## src/sv/buddy_page_allocator_macros.svh

```systemverilog
// ----------------------------------------------------------------------------
// Buddy page allocator assertion macros
// Shared assertion forms, clocked on clock and disabled during reset.
// ----------------------------------------------------------------------------
`ifndef BUDDY_PAGE_ALLOCATOR_MACROS_SVH
`define BUDDY_PAGE_ALLOCATOR_MACROS_SVH

// The condition must hold in the same cycle as the trigger.
`define BPA_ASSERT_IMP(name, pre, post, msg) \
   name: assert property (@(posedge clock) disable iff (reset) (pre) |-> (post)) \
      else $error(msg);

// The condition must hold in the cycle after the trigger.
`define BPA_ASSERT_NXT(name, pre, post, msg) \
   name: assert property (@(posedge clock) disable iff (reset) (pre) |=> (post)) \
      else $error(msg);

`endif

```

## src/sv/bpa_pkg.sv

```systemverilog
// ----------------------------------------------------------------------------
// Buddy page allocator package
// Field widths, operation and status codes, and the free-list command type.
// ----------------------------------------------------------------------------
package bpa_pkg;

   localparam int DEF_MAX_PAGES = 4096;
   localparam int DEF_TOP_RANK  = 16;

   localparam int FUNC_W   = 3;
   localparam int RANK_W   = 5;
   localparam int PAGE_W   = 13;
   localparam int STATUS_W = 2;
   localparam int BLOCK_W  = 12;
   localparam int VALUE_W  = 13;
   localparam int COUNT_W  = 13;
   localparam int CFG_W    = 13;

   localparam logic [FUNC_W-1:0] FUNC_INIT   = 3'd0;
   localparam logic [FUNC_W-1:0] FUNC_ALLOC  = 3'd1;
   localparam logic [FUNC_W-1:0] FUNC_FREE   = 3'd2;
   localparam logic [FUNC_W-1:0] FUNC_QRANK  = 3'd3;
   localparam logic [FUNC_W-1:0] FUNC_QCOUNT = 3'd4;

   localparam logic [STATUS_W-1:0] ST_OK    = 2'd0;
   localparam logic [STATUS_W-1:0] ST_INVAL = 2'd1;
   localparam logic [STATUS_W-1:0] ST_NOSPC = 2'd2;

   // Command to the free-list head and count registers.
   typedef struct packed {
      logic              clear;
      logic              push;
      logic              pull;
      logic              set_head;
      logic [RANK_W-1:0] rank;
   } list_cmd_type;

endpackage

```

## src/sv/bpa_lists.sv

```systemverilog
// ----------------------------------------------------------------------------
// Buddy page allocator free-list registers
// Head pointer and block count of every rank, with lookup and a search for
// the smallest non-empty rank at or above a given one.
// ----------------------------------------------------------------------------
module bpa_lists import bpa_pkg::*; #(
   parameter int TOP_RANK = DEF_TOP_RANK,
   parameter int LW       = 13,
   parameter int NULL_VAL = DEF_MAX_PAGES
) (
   input  logic               clock,
   input  logic               reset,
   input  list_cmd_type       cmd,
   input  logic [LW-1:0]      cmd_head,
   input  logic [RANK_W-1:0]  look_rank,
   output logic [LW-1:0]      look_head,
   output logic [COUNT_W-1:0] look_count,
   output logic               find_hit,
   output logic [RANK_W-1:0]  find_rank,
   output logic [LW-1:0]      find_head
);

   localparam logic [LW-1:0] NULL_LINK = LW'(NULL_VAL);

   logic [LW-1:0]      head_ff  [TOP_RANK];
   logic [LW-1:0]      head_in  [TOP_RANK];
   logic [COUNT_W-1:0] count_ff [TOP_RANK];
   logic [COUNT_W-1:0] count_in [TOP_RANK];

   always_comb begin
      for (int i = 0; i < TOP_RANK; i++) begin
         head_in[i]  = head_ff[i];
         count_in[i] = count_ff[i];
         if (cmd.clear) begin
            head_in[i]  = NULL_LINK;
            count_in[i] = '0;
         end else if (cmd.rank == RANK_W'(i + 1)) begin
            if (cmd.push) begin
               head_in[i]  = cmd_head;
               count_in[i] = count_ff[i] + 1'b1;
            end
            if (cmd.pull) begin
               count_in[i] = count_ff[i] - 1'b1;
               if (cmd.set_head) begin
                  head_in[i] = cmd_head;
               end
            end
         end
      end
   end

   always_ff @(posedge clock) begin
      for (int i = 0; i < TOP_RANK; i++) begin
         if (reset) begin
            head_ff[i]  <= NULL_LINK;
            count_ff[i] <= '0;
         end else begin
            head_ff[i]  <= head_in[i];
            count_ff[i] <= count_in[i];
         end
      end
   end

   always_comb begin
      look_head  = NULL_LINK;
      look_count = '0;
      find_hit   = 1'b0;
      find_rank  = '0;
      find_head  = NULL_LINK;
      for (int i = 0; i < TOP_RANK; i++) begin
         if (look_rank == RANK_W'(i + 1)) begin
            look_head  = head_ff[i];
            look_count = count_ff[i];
         end
      end
      // Walk downward so that the lowest qualifying rank wins.
      for (int i = TOP_RANK - 1; i >= 0; i--) begin
         if (RANK_W'(i + 1) >= look_rank && head_ff[i] != NULL_LINK) begin
            find_hit  = 1'b1;
            find_rank = RANK_W'(i + 1);
            find_head = head_ff[i];
         end
      end
   end

endmodule

```

## config.mk

```make
export PLATFORM = sky130hd
export DESIGN_NAME = bpa_lists
export DESIGN_NICKNAME = d
export VERILOG_FILES = /design/src/sv/buddy_page_allocator_macros.svh /design/src/sv/bpa_pkg.sv /design/src/sv/bpa_lists.sv
export SDC_FILE = /design/constraint.sdc
export NUM_CORES = 2
export LEC_CHECK = 0
export ABC_AREA = 1
export BUFFER_PORTS_ARGS = -buffer_cell sky130_fd_sc_hd__buf_2
export CORE_MARGIN = 1.5
export CORE_UTILIZATION = 37
export DETAILED_ROUTE_END_ITERATION = 10
export GPL_TIMING_DRIVEN = 1
export MAX_ROUTING_LAYER = met4
export PLACE_DENSITY = 0.52
export RECOVER_POWER = 100
export SETUP_SLACK_MARGIN = 0.15
export SKIP_LAST_GASP = 1
export SYNTH_ARGS = -nofsm -noshare
export SYNTH_HDL_FRONTEND = slang
export SYNTH_SLANG_ARGS = --single-unit
```

## constraint.sdc

```tcl
create_clock -name clock -period 4.6 [get_ports clock]
set_input_delay 0.46 -clock clock [delete_from_list [all_inputs] [get_ports clock]]
set_output_delay 0.46 -clock clock [all_outputs]
set_load 0.01 [all_outputs]
```

==> out/qor.yml <==
run_status: "finished, final reports clean"
worstSetupStartpoint: "look_rank[0]"
cap_violations: 0
synth_cell_types: 52
cp_top_family: "simple AND/OR/NAND/NOR gates"
setup_violations: 0
fin_tns_setup_ns: 0
final.period_utilization_pct: 94.06
pin_count: 74
clockRootBuffer: "clkbuf_16"
grt_overflow: 0
ant_nets: 0
rsz0062_at_grt: "no"
yosys.area.top_type: "dfxtp_1"
die_w_um: 280.1
path_max_fanout: 15
finClkSkew_ns: 0.01437
synth_most_common_cell: "nand2_1"
drv_slew: 0
hold_viol: 0
fillCellCount: 8198
fmax_mhz: 231.1
r2r-start: "count_ff[0][26]"
post_cts_resized: 0
ys_ff_latch: 416
syn-num-nets: 4509
yosys_warnings: 0
synth_enable_flop_cells: 0
max_stage_delay_ns: 0.54
die-area_um2: 78480
ys_seq_area_share_pct: 29.30
drive_gt1_share_pct: 5.494
critPathBufInv: 4
start_util_pct: 37.42
ctsHoldBuffers: 0
critPathSlowestCell: "clkbuf_1"
required_ns: 4.14
synth-main-ff-cell: "dfxtp_1"
place_inst: 5290
final_cells: 5386
insertion_delay_ns: 0.61
cp.arrival_ns: 3.87
cts_tree: "yes"
grt_pass1_wl_um: 159400
coreArea_um2: 75950
antenna_found_initial: 5
avgViaCountPerCell: 5.347
ir_drop_v: 0.0002478
drc: 0
async_flop_share_pct: 0
fin_nets: 4534
hold_path.class: "input pin to flop"
powerDensity_nw_per_um2: 275.3
drtIter0Drc: 2628
clk_path_buf_depth: 3
cts_sinks: 416
place_hpwl_um: 75530
worstMarginPinSlew_ns: 1.317
path_class: "input pin to output pin"
netlist.area_leader.share_pct: 29.30
p_leak_nw: 13.45
post_drt_wl_per_cell_um: 18.98
worst_setup_path_end_kind: "output pin"
track_usage_pct: 26.42
wl_um: 102200
cts.clk_slew.worst_paths_ns: 0.06
grt_pass1_vias: 27000
post_cts_buffers: 0
finalPower_mw: 8.671
rows: 101
area_delta_synth_final_pct: 10.82
numCtsBuffers: 51
io_buffers: 73
synthTopCellsByArea: "dfxtp_1 (29%), a21oi_1 (11%), nand2_1 (11%), o21ai_0 (9.7%), ha_1 (7.7%)"
ctsHtreeMaxLevel: 2
grt_max_degree: 138
cp_cell_sequence: "clkbuf_1, inv_6, nand2_2, nor2_2, nand2_4, nand2_2, nand2_2, inv_2, nor2_2, nand2_1, nand3_1, nand3_1, o211ai_1, nand2_1, a21oi_1, o21ai_1, a21oi_1, clkbuf_1"
fin_crit_ns: 4.327
holdCritStartpoint: "cmd[5]"
syn-mean-instance-area_um2: 6.627
drt_first_pass_iters: 6
routabilityCongestion: 0.9657
synthesis.instances: 4288
critPathMostFrequentCell: "nand2_2"
vias: 28800
fp.dieH_um: 280.1
netlist_area_um2: 28420
relSlewSlack_pct: 11.88
yosys-top-cells-count: "nand2_1 (846), a21oi_1 (648), o21ai_0 (552), inv_1 (460), dfxtp_1 (416)"
startpoint_type: "input pin"
==> registers in the layout, summed over array words and instances (netlist names) <==
register and flops:
head_ff 208, count_ff 208
==> metal layers <==
layer  global-route usage (%)  wire, um
met4                    5.142      1633
met3                    2.731      5710
met5                        -         0
met2                    41.23     45880
met1                    36.96     49010
==> power by group <==
part / total (mW) / leakage [nW] / internal, mW / switching [mW]
combinational: 0.898 / 9.27 / 0.243 / 0.654
clock: 4.13 / 0.827 / 2.45 / 1.69
sequential: 3.64 / 3.35 / 3.62 / 0.0179
total: 8.67 / 13.5 / 6.31 / 2.36
==> cells by family (layout without fill, tap and decap cells) <==
kind of cell | after synthesis | in the layout | share of synthesized area (%)
compound gates | 1388 | 1388 | 26.06
flops | 416 | 416 | 29.30
buf+inv | 674 | 736 | 9.250
xor+xnor | 171 | 171 | 5.270
other cells | 0 | 6 | 0
simple gates | 1447 | 1447 | 21.23
fa+ha+maj | 192 | 192 | 8.876
==> final timing paths <==
| check | to | slack [ns] | depth (start not counted) |
|---|---|---|---|
| max reg2reg | count_ff[0][38] | 1.72 | 11 |
| max | find_head[5] | 0.27 | 18 |
| min | head_ff[1][103] | 0.27 | 4 |
| min reg2reg | count_ff[1][90] | 0.44 | 1 |
==> metrics by stage <==
| step | utilization [%] | instance area, um2 | worst slack, ns | hold WS (ns) |
|---|---|---|---|---|
| after global routing | 41.46 | 31490 | 0.1144 | 0.2940 |
| after global placement | 39.49 | 29990 | 0.7458 | 0.4396 |
| final | 41.47 | 31490 | 0.2734 | 0.2673 |
| after CTS | 41.69 | 31660 | 0.4438 | 0.2414 |
| after floorplan | - | 28420 | 1.210 | 0.4148 |
| after detailed placement | 39.49 | 29990 | 0.7021 | 0.4404 |
==> worst reg2reg max path, delay by kind of cell, from the launching register on <==
kind | cells | cell delay (ns)
AO/OA/AOI/OAI | 7 | 1.64
XOR/XNOR | 1 | 0.15
adder cells (fa/ha/maj) | 1 | 0.43
buffers and inverters | 1 | 0.08
flip-flops | 1 | 0.38
AND/OR/NAND/NOR | 1 | 0.07
==> area by class of cell <==
cell class              count  area (um2)  share of cell area, %
repair buffers            158       875.8                  2.781
multi-input cells        3198       17470                  55.46
clock buffers              83        1589                  5.046
flip-flops and latches    416        8328                  26.44
inverters                 488        1844                  5.856
diodes                      6       15.01                0.04768
clock inverters             7       85.08                 0.2702
well taps                1030        1289                  4.092
==> cells in the final DEF (no fill, tap or decap), types with 20 or more instances in the layout <==
master     Yosys  routed
nor4_1        22      22
ha_1         176     176
buf_4          3      46
dfxtp_1      416     416
nand3_1      106     107
nor3_1        40      39
clkbuf_1     137      70
a21boi_0      20      20
buf_2         24      53
clkbuf_16      0      53
nand4_1       63      63
o21ai_0      552     557
xor2_1       118     118
xnor2_1       53      53
nand2_1      846     849
o21bai_1      51      51
nor2_1       314     314
a21oi_1      648     646
inv_1        460     466
(Power assumes the default switching activity.)
