--- config.mk ---
export PLATFORM = sky130hd
export DESIGN_NAME = bpa_ram
export DESIGN_NICKNAME = d
export VERILOG_FILES = /design/src/sv/buddy_page_allocator_macros.svh /design/src/sv/bpa_ram.sv
export SDC_FILE = /design/constraint.sdc
export NUM_CORES = 1
export LEC_CHECK = 0
export CAP_MARGIN = 25
export CORE_ASPECT_RATIO = 1.5
export CORE_MARGIN = 2
export CORE_UTILIZATION = 48
export DETAILED_ROUTE_END_ITERATION = 10
export DONT_BUFFER_PORTS = 1
export PLACE_DENSITY = 0.74
export SYNTH_ARGS = -nofsm -noshare
export SYNTH_HDL_FRONTEND = slang
export SYNTH_SLANG_ARGS = --single-unit
--- constraint.sdc ---
create_clock -name clock -period 4.27 [get_ports clock]
set_clock_uncertainty 0.2 [all_clocks]
set_input_delay 1.0675 -clock clock [delete_from_list [all_inputs] [get_ports clock]]
set_output_delay 1.0675 -clock clock [all_outputs]
set_load 0.02 [all_outputs]
--- src/sv/buddy_page_allocator_macros.svh ---
// ----------------------------------------------------------------------------
// Buddy page allocator assertion macros
// Shared assertion forms, clocked on clock and disabled during reset.
// ----------------------------------------------------------------------------
`ifndef BUDDY_PAGE_ALLOCATOR_MACROS_SVH
`define BUDDY_PAGE_ALLOCATOR_MACROS_SVH

// The condition must hold in the same cycle as the trigger.
`define BPA_ASSERT_IMP(name, pre, post, msg) \
   name: assert property (@(posedge clock) disable iff (reset) (pre) |-> (post)) \
      else $error(msg);

// The condition must hold in the cycle after the trigger.
`define BPA_ASSERT_NXT(name, pre, post, msg) \
   name: assert property (@(posedge clock) disable iff (reset) (pre) |=> (post)) \
      else $error(msg);

`endif

--- src/sv/bpa_ram.sv ---
// ----------------------------------------------------------------------------
// Generic RAM
// One write port and one read port with registered read data.
// ----------------------------------------------------------------------------
module bpa_ram #(
   parameter int WIDTH = 8,
   parameter int DEPTH = 16,
   parameter int AW    = (DEPTH > 1) ? $clog2(DEPTH) : 1
) (
   input  logic             clock,
   input  logic             we,
   input  logic [AW-1:0]    waddr,
   input  logic [WIDTH-1:0] wdata,
   input  logic [AW-1:0]    raddr,
   output logic [WIDTH-1:0] rdata
);

   logic [WIDTH-1:0] mem [DEPTH];
   logic [WIDTH-1:0] rdata_ff;

   always_ff @(posedge clock) begin
      if (we) begin
         mem[waddr] <= wdata;
      end
      rdata_ff <= mem[raddr];
   end

   assign rdata = rdata_ff;

endmodule

==> results of run 1 <==
[area by class of cell]
class                           instances  share of cell area
Sequential cell                       136              0.6829
Multi-Input combinational cell         83              0.1803
Clock buffer                           17             0.07256
Tap cell                              144             0.03073
Clock inverter                         15             0.02838
Timing Repair Buffer                    4            0.005122
[sequential cells by signal, summed over array words and instances (netlist names)]
register	count
rdata	8
mem	128
[final timing paths]
kind	slack, ns	end	startpoint	depth (start not counted)
max	1.96	mem[2][7]	waddr[2]	2
min	0.49	rdata[3]	mem[12][3]	3
max reg2reg	2.64	rdata[0]	mem[0][0]	3
min reg2reg	0.49	rdata[3]	mem[12][3]	3
[where the power goes]
| group | total [mW] | leakage, nW | switching (mW) | internal, mW |
|---|---|---|---|---|
| Combinational | 0.0808 | 0.390 | 0.0379 | 0.0429 |
| Clock | 1.43 | 0.276 | 0.559 | 0.869 |
| Sequential | 1.51 | 1.22 | 0.0195 | 1.49 |
| Total | 3.02 | 1.89 | 0.616 | 2.41 |
[synth_stat cells]
cell / instances / area, um^2
nand2b_1: 2 / 12.51
or3b_2: 1 / 8.760
mux4_2: 18 / 405.4
dfxtp_1: 8 / 160.2
nand3b_1: 2 / 15.01
buf_6: 3 / 33.78
clkdlybuf4s25_2: 3 / 30.03
and2_1: 1 / 6.260
edfxtp_1: 128 / 3844
nor2b_1: 1 / 6.260
buf_2: 3 / 15.01
nand3_1: 1 / 5.000
a22oi_1: 16 / 120.1
nand2_1: 9 / 33.78
nor2_1: 13 / 48.80
and2b_1: 1 / 7.510
mux4_1: 14 / 367.9
nor3_1: 4 / 20.02
buf_4: 1 / 7.510
[metal layers]
| metal | global-route usage | vias to the layer above | share of wire |
|---|---|---|---|
| li1 | - | 1000 | - |
| met1 | 0.2229 | 1193 | 0.39 |
| met2 | 0.2968 | 90 | 0.53 |
| met3 | 0.05465 | 14 | 0.060 |
| met4 | 0.06684 | 0 | 0.020 |
| met5 | 0 | - | 0 |
[cells by family (layout without fill, tap and decap cells)]
| kind of cell | after synthesis | count (layout) | synth area share |
|---|---|---|---|
| AOI/OAI and AO/OA | 16 | 16 | 0.02334 |
| muxes | 32 | 32 | 0.1502 |
| and+or+nand+nor | 35 | 35 | 0.03184 |
| buffers and inverters | 10 | 36 | 0.01677 |
| DFF | 136 | 136 | 0.7778 |
[stage by stage]
step                utilization  setup slack [ns]  cells
finish                   0.5567             1.956    399
global route             0.5567             1.918    399
CTS                      0.5560             1.922    398
detailed placement       0.4998             1.496    366
global placement         0.4998             1.615    366
floorplan                     -             1.510    229
==> impl_results.md, run 1 <==
- Slew margin rel.: 0.4465
- Final Max Tran Viols: 0
- Commonest non-fill, non-tap cell in the layout: edfxtp_1
- Post-CTS repair timing setup buffer count: 0
- Antenna Nets Post-Route: 0
- Cells after Synth: 229
- First-pass GRT wire length: 14.01 mm
- Tcrit/Tclk final: 0.5418
- Number of global-route vias before repair: 2344
- Worst Tran Pin Value: 0.8271 ns
- Crit path max-delay family: simple AND/OR/NAND/NOR gates
- Sequential share of the synthesized area: 0.7778
- Area of the mapped netlist: 5147 um^2
- Crit path launch type: primary input
- Power Dens Cells: 515.4 nW/um^2
- PortBufs: 0
- Hold-fix buffers at CTS: 0
- Crit-path cells: or3b_2 -> nor2_1
- Fill cells: 763
- Status: finished clean
- Worst Path Buf+Inv: 0
- Crit path DAT: 2.15 ns
- CTS root buf: clkbuf_16
- Die Y: 130.8 um
- Nets@finish: 260
- Multi-input logic area: 1057 um^2
- Clk_lat worst skew: 0.41 ns
- Number of CTS-inserted buffers: 17
- Critical path class: primary input to register
- Syn nets: 247
- Antenna cells: 0
- Worst min-delay path class: register to register
- Synth-to-Final Area Change: 13.90%
- CP Data Required Time: 4.11 ns
- DR vias/cell: 5.757
- Clk slew on worst S/H paths: 0.06 ns
- Fin area: 5863 um^2
- Total number of vias: 2297
- Maximum root-to-sink buffer count: 2
- Slowest stage delay, CP: 0.59 ns
- Post-cts sizing count: 0
- Die area: 11590 um^2
- Share of cells above drive strength 1: 0.2118
- Syn_area_per_cell: 22.48 um^2
- # setup viols final: 0
- Final worst path period need: 2.314 ns
- Synth unique cells: 19
- Maximum VDD drop: 0.3858 mV
- Ys Warns: 0
- Num rows: 46
- Initial Util: 0.4887
- Ports: 26
- F_max: 432.2 MHz
- Die Wd: 88.56 um
- Drt total wl: 9.408 mm
- Hpwl dp: 5.967 mm
- Number of detailed-route iterations in the first pass: 5
- Total Power: 3.022 mW
- Clock Sinks: 136
- Crit end category: register
- H-tree Lvls: 4
- Core box area: 10530 um^2
- Post-route DRC: 0
- Largest net degree at the start of global routing: 33
- Iter 0 DRT Violations: 228
- CP max FO: 8
- Initial antenna violation count: 0
- Final hold viol count: 0
- Slowest-stage cell, CP: nor2_1
- Total global-route track usage: 0.1792
- Grt ovf: 0
- Most frequent cells in the layout: 128 x edfxtp_1, 18 x mux4_2, 17 x clkbuf_16, 16 x a22oi_1, 14 x mux4_1
- CTS tree: yes
- Hold Slack: 0.4896 ns
- DP Area: 5264 um^2
- Max_cap viols: 0
- RSZ-0062 raised after global routing: false
- Avg WL per Cell: 23.58 um
- Final GP Congestion: 0.7451
- Synthesis-stage register bit count: 136
- Setup TNS: 0 ns
- Reg area: 4004 um^2
- Pleak: 1.891 nW
(Power assumes the default switching activity.)
==> run 2, diff against run 1 <==
--- a/config.mk
+++ b/config.mk
@@ -5,6 +5,7 @@
 export SDC_FILE = /design/constraint.sdc
 export NUM_CORES = 1
 export LEC_CHECK = 0
+export ABC_AREA = 1
 export CAP_MARGIN = 25
 export CORE_ASPECT_RATIO = 1.5
 export CORE_MARGIN = 2
==> constraint.sdc (replaced) <==
create_clock -name clock -period 2.2 [get_ports clock]
set_clock_uncertainty 0.2 [all_clocks]
set_input_delay 0.55 -clock clock [delete_from_list [all_inputs] [get_ports clock]]
set_output_delay 0.55 -clock clock [all_outputs]
set_load 0.02 [all_outputs]
==> impl_results.md, run 2 <==
- Hpwl dp: 8.198 mm (+37%)
- Initial antenna violation count: 0 (unchanged)
- Area contributors post-synth: edfxtp_1 67%, nand2_1 11%, nand3_1 8.4%
- Hold Slack: 0.02364 ns (-0.4660 ns)
- PortBufs: 0 (unchanged)
- Worst Setup EP: rdata[6]
- Syn nets: 569 (+130%)
- Maximum root-to-sink buffer count: 2 (unchanged)
- Number of global-route vias before repair: 3913 (+67%)
- Pleak: 2.814 nW (+49%)
- Crit end category: output pin
- Worst Tran Pin Value: 0.4827 ns (-0.3444 ns)
- Share of cells above drive strength 1: 0.08824 (-0.1235)
- H-tree Lvls: 4 (unchanged)
- Antenna Nets Post-Route: 0 (unchanged)
- Maximum VDD drop: 0.6228 mV (+61%)
- R2r endpoint: rdata[4]
- Antenna cells: 0 (unchanged)
- Largest register FFs: 128 (unchanged)
- GR Util met3: 0.05504 (+0.0003926)
- Initial Util: 0.4874 (-0.001351)
- CP max FO: 1 (-7)
- Fin area: 6556 um^2 (+12%)
- Top-count cell post-synth: nand2_1
- Clk_lat worst skew: 0.42 ns (about the same)
- Post-cts sizing count: 0 (unchanged)
- First-pass GRT wire length: 20.38 mm (+46%)
- Number of detailed-route iterations in the first pass: 5 (unchanged)
- Grt ovf: 0 (unchanged)
- Synth cell count leaders: 173 x nand2_1, 128 x edfxtp_1, 100 x inv_1
- Core box area: 11830 um^2 (+12%)
- Status: finished clean
- Met2 usage: 0.3627 (+0.06597)
- R2r startpoint: mem[6][4]
- Tcrit/Tclk final: 0.7445
- Total number of vias: 3780 (+65%)
- # setup viols final: 0 (unchanged)
- Fill cells: 953 (+25%)
- F_max: 610.6 MHz
- Clk slew on worst S/H paths: 0.06 ns (about the same)
- DR vias/cell: 5.171 (-10%)
- WP depth: 0 (-2)
- Die area: 12930 um^2 (+12%)
- Most frequent cells in the layout: 173 x nand2_1, 128 x edfxtp_1, 100 x inv_1, 97 x nand3_1, 18 x buf_4
- Worst min-delay path class: primary input to register
- DP Area: 5947 um^2 (+13%)
- Synth-to-Final Area Change: 13.69%
- CTS tree: yes
- Async set-reset flop share out of synthesis: 0 (unchanged)
- CTS root buf: clkbuf_16
- Post-route DRC: 0 (unchanged)
- Clock Sinks: 136 (unchanged)
- Top-area cell type share of the netlist area: 0.6665 (-0.08020)
- Slew margin rel.: 0.6778 (+0.2313)
- Number of CTS-inserted buffers: 17 (unchanged)
- Largest net degree at the start of global routing: 66 (+100%)
- Crit path launch type: register
- Ports: 26 (unchanged)
- Avg WL per Cell: 17.65 um (-25%)
- Hold Startpoint: wdata[4]
- Ys Warns: 0 (unchanged)
- Critical path class: register to output pin
- Setup TNS: 0 ns (unchanged)
- Post-CTS repair timing setup buffer count: 0 (unchanged)
- Max_cap viols: 0 (unchanged)
- Power Dens Cells: 931.1 nW/um^2 (+81%)
- Most Crowded Layer GR: met2
- Syn_area_per_cell: 10.47 um^2 (-53%)
- Die Y: 138.2 um (+5.7%)
- Commonest non-fill, non-tap cell in the layout: nand2_1
- Nets@finish: 583 (+120%)
- Largest register by flop count: mem
- Hold-fix buffers at CTS: 0 (unchanged)
- Num rows: 49 (+6.5%)
- Met1 usage: 0.2482 (+0.02535)
- Total global-route track usage: 0.2148 (+0.03557)
- Drt total wl: 12.91 mm (+37%)
- Total Power: 6.104 mW (+100%)
- Final core occ: 0.5541 (-0.002577)
- Final GP Congestion: 0.8470 (+14%)
- R2R depth: 6 (+3)
- CP Data Required Time: 1.45 ns (-2.66 ns)
- RSZ-0062 raised after global routing: false
- Cells after Synth: 551 (+140%)
- Crit path DAT: 0.89 ns (-1.26 ns)
- Area of the mapped netlist: 5767 um^2 (+12%)
- Synthesis-stage register bit count: 136 (unchanged)
- Final worst path period need: 1.638 ns
- Post-synth EDFFs: 128 (unchanged)
- Cell taking the most area after synthesis: edfxtp_1
- Die Wd: 93.50 um (+5.6%)
- Iter 0 DRT Violations: 311 (+36%)
- Final hold viol count: 0 (unchanged)
- Crit path from: rdata[6]
- Synth unique cells: 12 (-7)
- Reg2reg setup slack: 0.95 ns (-1.69 ns)
- Dominant synthesized flop cell: edfxtp_1
- Final Max Tran Viols: 0 (unchanged)
- Sequential share of the synthesized area: 0.6943 (-0.08354)
[run 2: final cells by class]
cell class,instances,area (um^2),share of cell area
sequential,136,4004,0.6107
inverter,102,382.9,0.05840
timing repair buffer,19,155.1,0.02366
multi-input combinational,289,1214,0.1851
tap,153,191.4,0.02920
clock inverter,15,183.9,0.02805
clock buffer,17,425.4,0.06489
[run 2: cell families after synthesis]
| family | after synthesis | synth area share |
|---|---|---|
| DFF | 136 | 0.6943 |
| buffers and inverters | 126 | 0.09525 |
| and+or+nand+nor | 289 | 0.2105 |
[run 2: where the power goes]
group	leakage [nW]	internal, mW	switching (mW)
Combinational	1.30	0.0805	0.151
Sequential	1.22	2.90	0.0438
Clock	0.293	1.87	1.06
[run 2: worst min path at each step]
stage	endpoint	slack, ns	cells past startpoint
2_1_floorplan	rdata[0]	0.41	6
3_3_place_gp	mem[4][4]	0.45	0
3_5_place_dp	mem[11][0]	0.45	0
4_1_cts	mem[2][1]	0.02	0
5_1_grt	mem[2][2]	0.008	0
6_report	mem[4][4]	0.02	0
[run 2: layer usage]
metal,wire length (um),vias up
li1,-,1798
met1,4819,1796
met3,742,32
met4,513,0
met5,0,-
met2,6830,154
[run 2: stage by stage]
stage,setup WS (ns),cells
after floorplan,0.4992,551
after global placement,0.5572,699
after detailed placement,0.5042,699
after CTS,0.5530,731
after global routing,0.5432,731
final,0.5622,731
